--- config.mk ---
export PLATFORM = sky130hd
export DESIGN_NAME = utf8_to_ascii_transliterator
export DESIGN_NICKNAME = d
export VERILOG_FILES = /design/src/utt_pkg.sv /design/src/utt_decode.sv /design/src/utf8_to_ascii_transliterator.sv
export SDC_FILE = /design/constraint.sdc
export NUM_CORES = 1
export LEC_CHECK = 0
export BUFFER_PORTS_ARGS = -buffer_cell sky130_fd_sc_hd__clkbuf_2
export CORE_MARGIN = 1.5
export CORE_UTILIZATION = 40
export DETAILED_ROUTE_END_ITERATION = 8
export GPL_TIMING_DRIVEN = 0
export SYNTH_ARGS = -nofsm -noshare
export SYNTH_HDL_FRONTEND = slang
export SYNTH_SLANG_ARGS = --single-unit
--- constraint.sdc ---
create_clock -name i_clk -period 11.6 [get_ports i_clk]
set_clock_uncertainty 0.15 [all_clocks]
set_input_delay 3.48 -clock i_clk [delete_from_list [all_inputs] [get_ports i_clk]]
set_output_delay 3.48 -clock i_clk [all_outputs]
set_load 0.1 [all_outputs]
--- src/utt_pkg.sv ---
// ----------------------------------------------------------------------------
// UTF-8 to ASCII transliterator package
// Shared types, byte codes and the transliteration table.
// ----------------------------------------------------------------------------
package utt_pkg;

    localparam int CHAR_W           = 7;
    localparam int BYTE_W           = 8;
    localparam int CFG_W            = 13;
    localparam int MAX_CHARS        = 4;
    localparam int CNT_W            = 3;
    localparam int CAPACITY_MAX_DEF = 4096;
    localparam logic [CFG_W-1:0] CAP_RESET = 13'd512;

    localparam logic [BYTE_W-1:0] LEAD_C2 = 8'hC2;
    localparam logic [BYTE_W-1:0] LEAD_C3 = 8'hC3;
    localparam logic [BYTE_W-1:0] LEAD_C5 = 8'hC5;
    localparam logic [BYTE_W-1:0] LEAD_E2 = 8'hE2;

    localparam logic [CHAR_W-1:0] CHAR_NUL   = 7'h00;
    localparam logic [CHAR_W-1:0] CHAR_QMARK = 7'h3F;

    typedef struct packed {
        logic [CNT_W-1:0]                    len;
        logic [MAX_CHARS-1:0][CHAR_W-1:0]    ch;
    } t_str;

    typedef struct packed {
        logic [MAX_CHARS-1:0][CHAR_W-1:0]    ch;
        logic [CNT_W-1:0]                    cnt;
        logic                                last;
    } t_res;

    // The text is left-justified in s, first character in the top byte.
    function automatic t_str mk(input logic [CNT_W-1:0] len, input logic [31:0] s);
        t_str r;
        r.len = len;
        for (int i = 0; i < MAX_CHARS; i++) begin
            r.ch[i] = s[8*(3-i) +: CHAR_W];
        end
        return r;
    endfunction

    function automatic t_str lookup(input logic [BYTE_W-1:0] lead,
                                    input logic [BYTE_W-1:0] mid,
                                    input logic [BYTE_W-1:0] last);
        t_str r;
        r = mk(3'd1, "?   ");
        if (lead == LEAD_C2) begin
            case (mid)
                8'hA0: r = mk(3'd1, "    ");
                8'hB0: r = mk(3'd4, " deg");
                8'hB1: r = mk(3'd3, "+/- ");
                8'hB7: r = mk(3'd1, "-   ");
                default: r = mk(3'd1, "?   ");
            endcase
        end else if (lead == LEAD_C3) begin
            case (mid) inside
                [8'h80:8'h85]: r = mk(3'd1, "A   ");
                8'h86:         r = mk(3'd2, "AE  ");
                8'h87:         r = mk(3'd1, "C   ");
                [8'h88:8'h8B]: r = mk(3'd1, "E   ");
                [8'h8C:8'h8F]: r = mk(3'd1, "I   ");
                8'h91:         r = mk(3'd1, "N   ");
                [8'h92:8'h96], 8'h98: r = mk(3'd1, "O   ");
                [8'h99:8'h9C]: r = mk(3'd1, "U   ");
                8'h9D:         r = mk(3'd1, "Y   ");
                8'h9F:         r = mk(3'd2, "ss  ");
                [8'hA0:8'hA5]: r = mk(3'd1, "a   ");
                8'hA6:         r = mk(3'd2, "ae  ");
                8'hA7:         r = mk(3'd1, "c   ");
                [8'hA8:8'hAB]: r = mk(3'd1, "e   ");
                [8'hAC:8'hAF]: r = mk(3'd1, "i   ");
                8'hB1:         r = mk(3'd1, "n   ");
                [8'hB2:8'hB6], 8'hB8: r = mk(3'd1, "o   ");
                [8'hB9:8'hBC]: r = mk(3'd1, "u   ");
                8'hBD, 8'hBF:  r = mk(3'd1, "y   ");
                default:       r = mk(3'd1, "?   ");
            endcase
        end else if (lead == LEAD_C5) begin
            case (mid)
                8'h92:   r = mk(3'd2, "OE  ");
                8'h93:   r = mk(3'd2, "oe  ");
                default: r = mk(3'd1, "?   ");
            endcase
        end else if (lead == LEAD_E2) begin
            if (mid == 8'h80) begin
                case (last) inside
                    [8'h90:8'h94]: r = mk(3'd1, "-   ");
                    8'h98, 8'h99:  r = mk(3'd1, "'   ");
                    8'h9C, 8'h9D:  r = mk(3'd1, "\"   ");
                    8'hA2:         r = mk(3'd1, "-   ");
                    8'hA6:         r = mk(3'd3, "... ");
                    default:       r = mk(3'd1, "?   ");
                endcase
            end else if (mid == 8'h86) begin
                case (last)
                    8'h90:   r = mk(3'd2, "<-  ");
                    8'h92:   r = mk(3'd2, "->  ");
                    default: r = mk(3'd1, "?   ");
                endcase
            end else if (mid == 8'h9A && last == 8'hA0) begin
                r = mk(3'd1, "!   ");
            end else if (mid == 8'h9C && last == 8'h93) begin
                r = mk(3'd2, "OK  ");
            end
        end
        return r;
    endfunction

endpackage

--- src/utt_decode.sv ---
// ----------------------------------------------------------------------------
// UTF-8 sequence decoder
// Holds the pending sequence and the character count of the current string,
// and turns one byte into the characters that it releases.
// ----------------------------------------------------------------------------
module utt_decode import utt_pkg::*; #(
    parameter int CAPACITY_MAX = CAPACITY_MAX_DEF
) (
    input  logic              i_clk,
    input  logic              i_rst_n,
    input  logic              i_step,
    input  logic [BYTE_W-1:0] i_byte,
    input  logic [CFG_W-1:0]  i_cap,
    output t_res              o_res
);

    localparam int CW_W  = $clog2(CAPACITY_MAX);
    localparam int CAP_W = $clog2(CAPACITY_MAX + 1);
    localparam int EW    = (CAP_W > CFG_W) ? CAP_W : CFG_W;
    localparam logic [EW-1:0] CAP_LIM = EW'(CAPACITY_MAX);

    logic [BYTE_W-1:0] r_lead, n_lead;
    logic [BYTE_W-1:0] r_mid,  n_mid;
    logic [1:0]        r_left, n_left;
    logic [CW_W-1:0]   r_cw,   n_cw;

    logic [EW-1:0]    cap_e;
    logic [EW-1:0]    cw_e;
    logic [EW-1:0]    room;
    logic [CNT_W-1:0] room4;
    logic [CNT_W-1:0] n_emit;
    t_str             s;
    logic             emit;

    always_comb begin
        cap_e = EW'(i_cap);
        if (i_cap == '0) begin
            cap_e = EW'(1);
        end else if (cap_e > CAP_LIM) begin
            cap_e = CAP_LIM;
        end
        cw_e  = EW'(r_cw);
        room  = (cw_e + EW'(1) >= cap_e) ? '0 : (cap_e - EW'(1) - cw_e);
        room4 = (room >= EW'(MAX_CHARS)) ? CNT_W'(MAX_CHARS) : CNT_W'(room);
    end

    always_comb begin
        n_lead = r_lead;
        n_mid  = r_mid;
        n_left = r_left;
        s      = mk(3'd1, "?   ");
        emit   = 1'b0;
        o_res.ch   = '0;
        o_res.cnt  = '0;
        o_res.last = 1'b0;

        priority if (i_byte == '0) begin
            n_lead = '0;
            n_mid  = '0;
            n_left = '0;
            o_res.last = 1'b1;
            if (r_left != '0 && room4 != '0) begin
                o_res.ch[0] = CHAR_QMARK;
                o_res.ch[1] = CHAR_NUL;
                o_res.cnt   = 3'd2;
            end else begin
                o_res.ch[0] = CHAR_NUL;
                o_res.cnt   = 3'd1;
            end
        end else if (r_left != '0) begin
            n_left = r_left - 2'd1;
            if (r_lead == LEAD_E2 && r_left == 2'd2) begin
                n_mid = i_byte;
            end
            if (r_left == 2'd1) begin
                emit   = 1'b1;
                n_lead = '0;
                n_mid  = '0;
                if (r_lead == LEAD_E2) begin
                    s = lookup(r_lead, r_mid, i_byte);
                end else if (r_lead == LEAD_C2 || r_lead == LEAD_C3
                             || r_lead == LEAD_C5) begin
                    s = lookup(r_lead, i_byte, '0);
                end
            end
        end else if (room4 == '0) begin
            emit = 1'b0;
        end else if (!i_byte[7]) begin
            emit    = 1'b1;
            s.len   = 3'd1;
            s.ch    = '0;
            s.ch[0] = i_byte[CHAR_W-1:0];
        end else if (i_byte == LEAD_C2 || i_byte == LEAD_C3 || i_byte == LEAD_C5) begin
            n_left = 2'd1;
            n_lead = i_byte;
            n_mid  = '0;
        end else if (i_byte[7:3] == 5'b11110) begin
            n_left = 2'd3;
            n_lead = i_byte;
            n_mid  = '0;
        end else if (i_byte[7:4] == 4'b1110) begin
            n_left = 2'd2;
            n_lead = i_byte;
            n_mid  = '0;
        end else if (i_byte[7:5] == 3'b110) begin
            n_left = 2'd1;
            n_lead = i_byte;
            n_mid  = '0;
        end else begin
            emit = 1'b1;
        end

        n_emit = (s.len < room4) ? s.len : room4;
        if (emit) begin
            o_res.ch  = s.ch;
            o_res.cnt = n_emit;
        end

        n_cw = (i_byte == '0) ? '0 : (r_cw + CW_W'(o_res.cnt));
    end

    always_ff @(posedge i_clk) begin
        if (!i_rst_n) begin
            r_lead <= '0;
            r_mid  <= '0;
            r_left <= '0;
            r_cw   <= '0;
        end else if (i_step) begin
            r_lead <= n_lead;
            r_mid  <= n_mid;
            r_left <= n_left;
            r_cw   <= n_cw;
        end
    end

endmodule

--- src/utf8_to_ascii_transliterator.sv ---
// ----------------------------------------------------------------------------
// UTF-8 to ASCII transliterator
// An accepted byte is held in the input register and, once the result buffer
// is free, decoded into it, where its first character shows at the port. Throughput: one byte per cycle while
// each byte gives at most one character and the output is not stalled; a byte that expands to more characters
// occupies the result buffer until all of them are taken. Synchronous active-low reset
// clears the sequence state, the buffers and sets the capacity to 512.
// ----------------------------------------------------------------------------
module utf8_to_ascii_transliterator import utt_pkg::*; #(
    parameter int CAPACITY_MAX = CAPACITY_MAX_DEF
) (
    input  logic              i_clk,
    input  logic              i_rst_n,
    input  logic              i_in_valid,
    output logic              o_in_stall,
    input  logic [BYTE_W-1:0] i_in_byte,
    output logic              o_out_valid,
    input  logic              i_out_stall,
    output logic [CHAR_W-1:0] o_out_char,
    output logic              o_out_last,
    input  logic              i_cfg_we,
    input  logic [CFG_W-1:0]  i_cfg_data
);

    logic                             r_in_valid, n_in_valid;
    logic [BYTE_W-1:0]                r_in_byte;
    logic [CFG_W-1:0]                 r_cap;
    logic [MAX_CHARS-1:0][CHAR_W-1:0] r_ch, n_ch;
    logic [CNT_W-1:0]                 r_cnt, n_cnt;
    logic                             r_last, n_last;

    logic buf_free;
    logic move;
    logic in_acc;
    logic out_acc;
    t_res res;

    utt_decode #(
        .CAPACITY_MAX (CAPACITY_MAX)
    ) u_decode (
        .i_clk   (i_clk),
        .i_rst_n (i_rst_n),
        .i_step  (move),
        .i_byte  (r_in_byte),
        .i_cap   (r_cap),
        .o_res   (res)
    );

    assign o_out_valid = (r_cnt != '0);
    assign o_out_char  = r_ch[0];
    assign o_out_last  = r_last && (r_cnt == 3'd1);
    assign out_acc     = o_out_valid && !i_out_stall;
    assign buf_free    = (r_cnt == '0) || ((r_cnt == 3'd1) && !i_out_stall);
    assign move        = r_in_valid && buf_free;
    assign o_in_stall  = r_in_valid && !buf_free;
    assign in_acc      = i_in_valid && !o_in_stall;

    always_comb begin
        n_in_valid = in_acc ? 1'b1 : (move ? 1'b0 : r_in_valid);
        n_ch   = r_ch;
        n_cnt  = r_cnt;
        n_last = r_last;
        if (move) begin
            n_ch   = res.ch;
            n_cnt  = res.cnt;
            n_last = res.last;
        end else if (out_acc) begin
            n_ch  = r_ch >> CHAR_W;
            n_cnt = r_cnt - 3'd1;
        end
    end

    always_ff @(posedge i_clk) begin
        if (!i_rst_n) begin
            r_in_valid <= 1'b0;
            r_cnt      <= '0;
            r_last     <= 1'b0;
            r_cap      <= CAP_RESET;
        end else begin
            r_in_valid <= n_in_valid;
            r_cnt      <= n_cnt;
            r_last     <= n_last;
            if (i_cfg_we) begin
                r_cap <= i_cfg_data;
            end
        end
    end

    always_ff @(posedge i_clk) begin
        if (in_acc) begin
            r_in_byte <= i_in_byte;
        end
        r_ch <= n_ch;
    end

    a_last_is_nul: assert property (@(posedge i_clk) disable iff (!i_rst_n)
        o_out_valid && o_out_last |-> o_out_char == CHAR_NUL)
        else $error("terminator result carries a non-NUL character");

    a_cnt_bound: assert property (@(posedge i_clk) disable iff (!i_rst_n)
        r_cnt <= 3'd4)
        else $error("result buffer count out of range");

    a_no_overwrite: assert property (@(posedge i_clk) disable iff (!i_rst_n)
        in_acc && r_in_valid |-> move)
        else $error("held input byte overwritten before decoding");

    a_move_empties: assert property (@(posedge i_clk) disable iff (!i_rst_n)
        move && r_cnt > 3'd1 |-> 1'b0)
        else $error("result buffer reloaded while characters remain");

endmodule
==> flow_summary.ini <==
[run_status]
run_status = finished, final reports clean

[clocking]
cts-resized-gates = 0
postCtsHoldBufs = 0
clock-root-buffer = clkbuf_16
cts.sinks = 78
cts_tree = done
cts_setup_buffers = 0
clockBufferDepth = 2
clk_latency_ns = 0.36
path_clk_slew_ns = 0.07
cts_max_level = 3
numCtsBuffers = 9

[route]
route.detailed.drc = 0
via_count = 5713
drt_pre_antenna_iters = 5
detail-route-antenna-nets = 0
drt-initial-drc-count = 575
post_drt_via_cell_ratio = 5.75
drt-total-wl_mm = 17.6
wl_per_cell_um = 17.7

[timing]
finalMaxSlewViolations = 0
setup_violations = 0
fmaxAchievable_mhz = 123
timing.final.crit_share = 0.702
tns_ns = 0
max_slew.worst_pin.slew_ns = 1.31
fin_crit_ns = 8.14
rsz0062_at_grt = no
relSlewSlack = 0.114
hold_violations = 0

[power]
powerDensity_mw_per_mm2 = 163
vdd_ir_drop_max_v = 0.0000839
p_leak_nw = 2.63

[synthesis]
syn_area_mm2 = 0.00611
synth_edf_count = 30
netlist_instances = 755
synth_cell_type_count = 88
ys_seq_area_frac = 0.305
ys.flop_type = dfxtp_1
synth-async-reset-ratio = 0
ys_warn_count = 0
synth.avg_cell_area_um2 = 8.10
synth_fp_nets = 816
ys_seq_elements = 78

[place]
port_buffers = 33
hpwlAfterDp_mm = 13.4
routabilityCongestion = 0.914

[floorplanning]
core_mm2 = 0.0151
dieArea_mm2 = 0.0160
rows = 45
die_h_um = 127
die_w_um = 127
start_util = 0.405
boundaryPins = 36

[critical_path]
rr_startpoint = r_cap[12]
worst-r2r-cell-count = 28
required_ns = 7.97
crit_slowest_cell = clkbuf_2
r2r-end = u_decode.r_cw[10]
worst-setup-path-type = input port to primary output
crit_path_start_kind = input port
slowest_delay_ns = 0.49
startpoint = i_out_stall
arrival_ns = 4.51
cp_common_cell = clkbuf_2
crit_end = o_in_stall
crit_fanout = 3
reg2reg_slack_ns = 5.25
crit_path_end_kind = primary output
worstPathCellList = clkbuf_2 > inv_1 > a21oi_1 > nor2_1 > nor2b_1 > clkbuf_2

[finish]
final_util = 0.452
fin_nets = 861
diodes = 0
synthToLayoutAreaGrowth_pct = 11.6
drive_above_1_share = 0.103
final_common_cell = nor2_1
final_cell_mix = 84 x nor2_1, 78 x nand2_1, 48 x dfxtp_1

[global_routing]
grt_pass1_vias = 5255
overflow = 0
grt_usage = 0.228
antenna_found_initial = 0
grt_pass1_wl_mm = 28.5
grt_max_degree = 15

[hold_path]
hold_start = u_decode.r_lead[7]
hold_path.class = register to register

[run]
maxCapViolCount = 0
[per-layer routing]
layer  GRT usage  share of wire  vias to the layer above
li1            -              -                     2843
met1       0.343           0.50                     2652
met2       0.319           0.41                      190
met3      0.0472          0.069                       28
met4      0.0825          0.020                        0
met5           0              0                        -
[state kept, by name, indices dropped and copies added (netlist names), 2 cells and up]
signal	count
r_cap	13
u_decode.r_mid	8
r_cnt	3
u_decode.r_left	2
r_ch	15
u_decode.r_cw	12
o_out_char	7
u_decode.r_lead	8
r_in_byte	8
[how the worst min path moves through the flow]
stage	cells past startpoint	endpoint	slack [ns]
after floorplan	1	u_decode.r_lead[6]	0.28
after global placement	1	u_decode.r_lead[7]	0.29
after detailed placement	1	u_decode.r_lead[7]	0.29
after CTS	1	u_decode.r_lead[7]	0.31
after global routing	1	u_decode.r_lead[7]	0.32
final	1	u_decode.r_lead[7]	0.31
[Yosys cell counts, drive strengths merged (5+ instances only)]
cell / count / area share
o21ai: 53 / 0.044
nor4bb: 5 / 0.0082
o31ai: 6 / 0.0082
or4: 9 / 0.011
a22o: 8 / 0.011
nor2b: 9 / 0.0092
nand3: 26 / 0.021
edfxtp: 30 / 0.15
nand2: 78 / 0.048
a21oi: 32 / 0.026
ha: 34 / 0.070
xnor2: 21 / 0.030
nor3: 24 / 0.021
nand4: 10 / 0.011
buf: 11 / 0.012
nor3b: 5 / 0.0078
dfxtp: 48 / 0.16
mux2i: 24 / 0.039
nand2b: 9 / 0.0092
clkbuf: 39 / 0.024
o211ai: 9 / 0.011
a21o: 12 / 0.015
inv: 36 / 0.022
or3: 7 / 0.0080
a211oi: 9 / 0.013
a31oi: 14 / 0.014
nor4: 14 / 0.019
nor2: 84 / 0.052
and2: 17 / 0.017
[critical path: cells and delay by family]
kind / cells / cell delay [ns]
buffers and inverters: 3 / 0.63
AOI/OAI and AO/OA: 1 / 0.13
and+or+nand+nor: 2 / 0.26
[through the flow]
stage,setup slack (ns),cell area (um^2),hold slack [ns],power (W),std cells
2_1_floorplan,2.86,6110,0.276,0.000728,755
3_3_place_gp,3.48,6510,0.286,0.000817,976
3_5_place_dp,3.45,6530,0.294,0.000826,977
4_1_cts,3.45,6820,0.311,0.00111,993
5_1_grt,3.36,6820,0.317,0.00116,993
6_report,3.46,6820,0.309,0.00111,993
[cell families after synthesis]
group	after synthesis	share of synthesized area
and+or+nand+nor	317	0.271
muxes	25	0.0411
AOI/OAI and AO/OA	187	0.214
buffers and inverters	87	0.0589
xor gates and xnor gates	25	0.0358
adders and majority gates	36	0.0747
DFF	78	0.305
[report_power, final]
| group | leakage [nW] | internal [W] | switching (W) | total, W |
|---|---|---|---|---|
| sequential | 0.689 | 0.000363 | 0.0000268 | 0.000389 |
| combinational | 1.80 | 0.000124 | 0.000308 | 0.000433 |
| clock | 0.136 | 0.000166 | 0.000121 | 0.000287 |
| total | 2.63 | 0.000653 | 0.000457 | 0.00111 |
[cell type report]
cell class	instances	area, um^2
multi-input combinational	590	3890
fill	1558	8270
inverter	37	139
clock inverter	6	62.6
clock buffer	10	229
timing repair buffer	34	180
sequential	78	1860
buffer	50	221
tap	188	235
No activity file was read; power rests on OpenSTA's default activity.
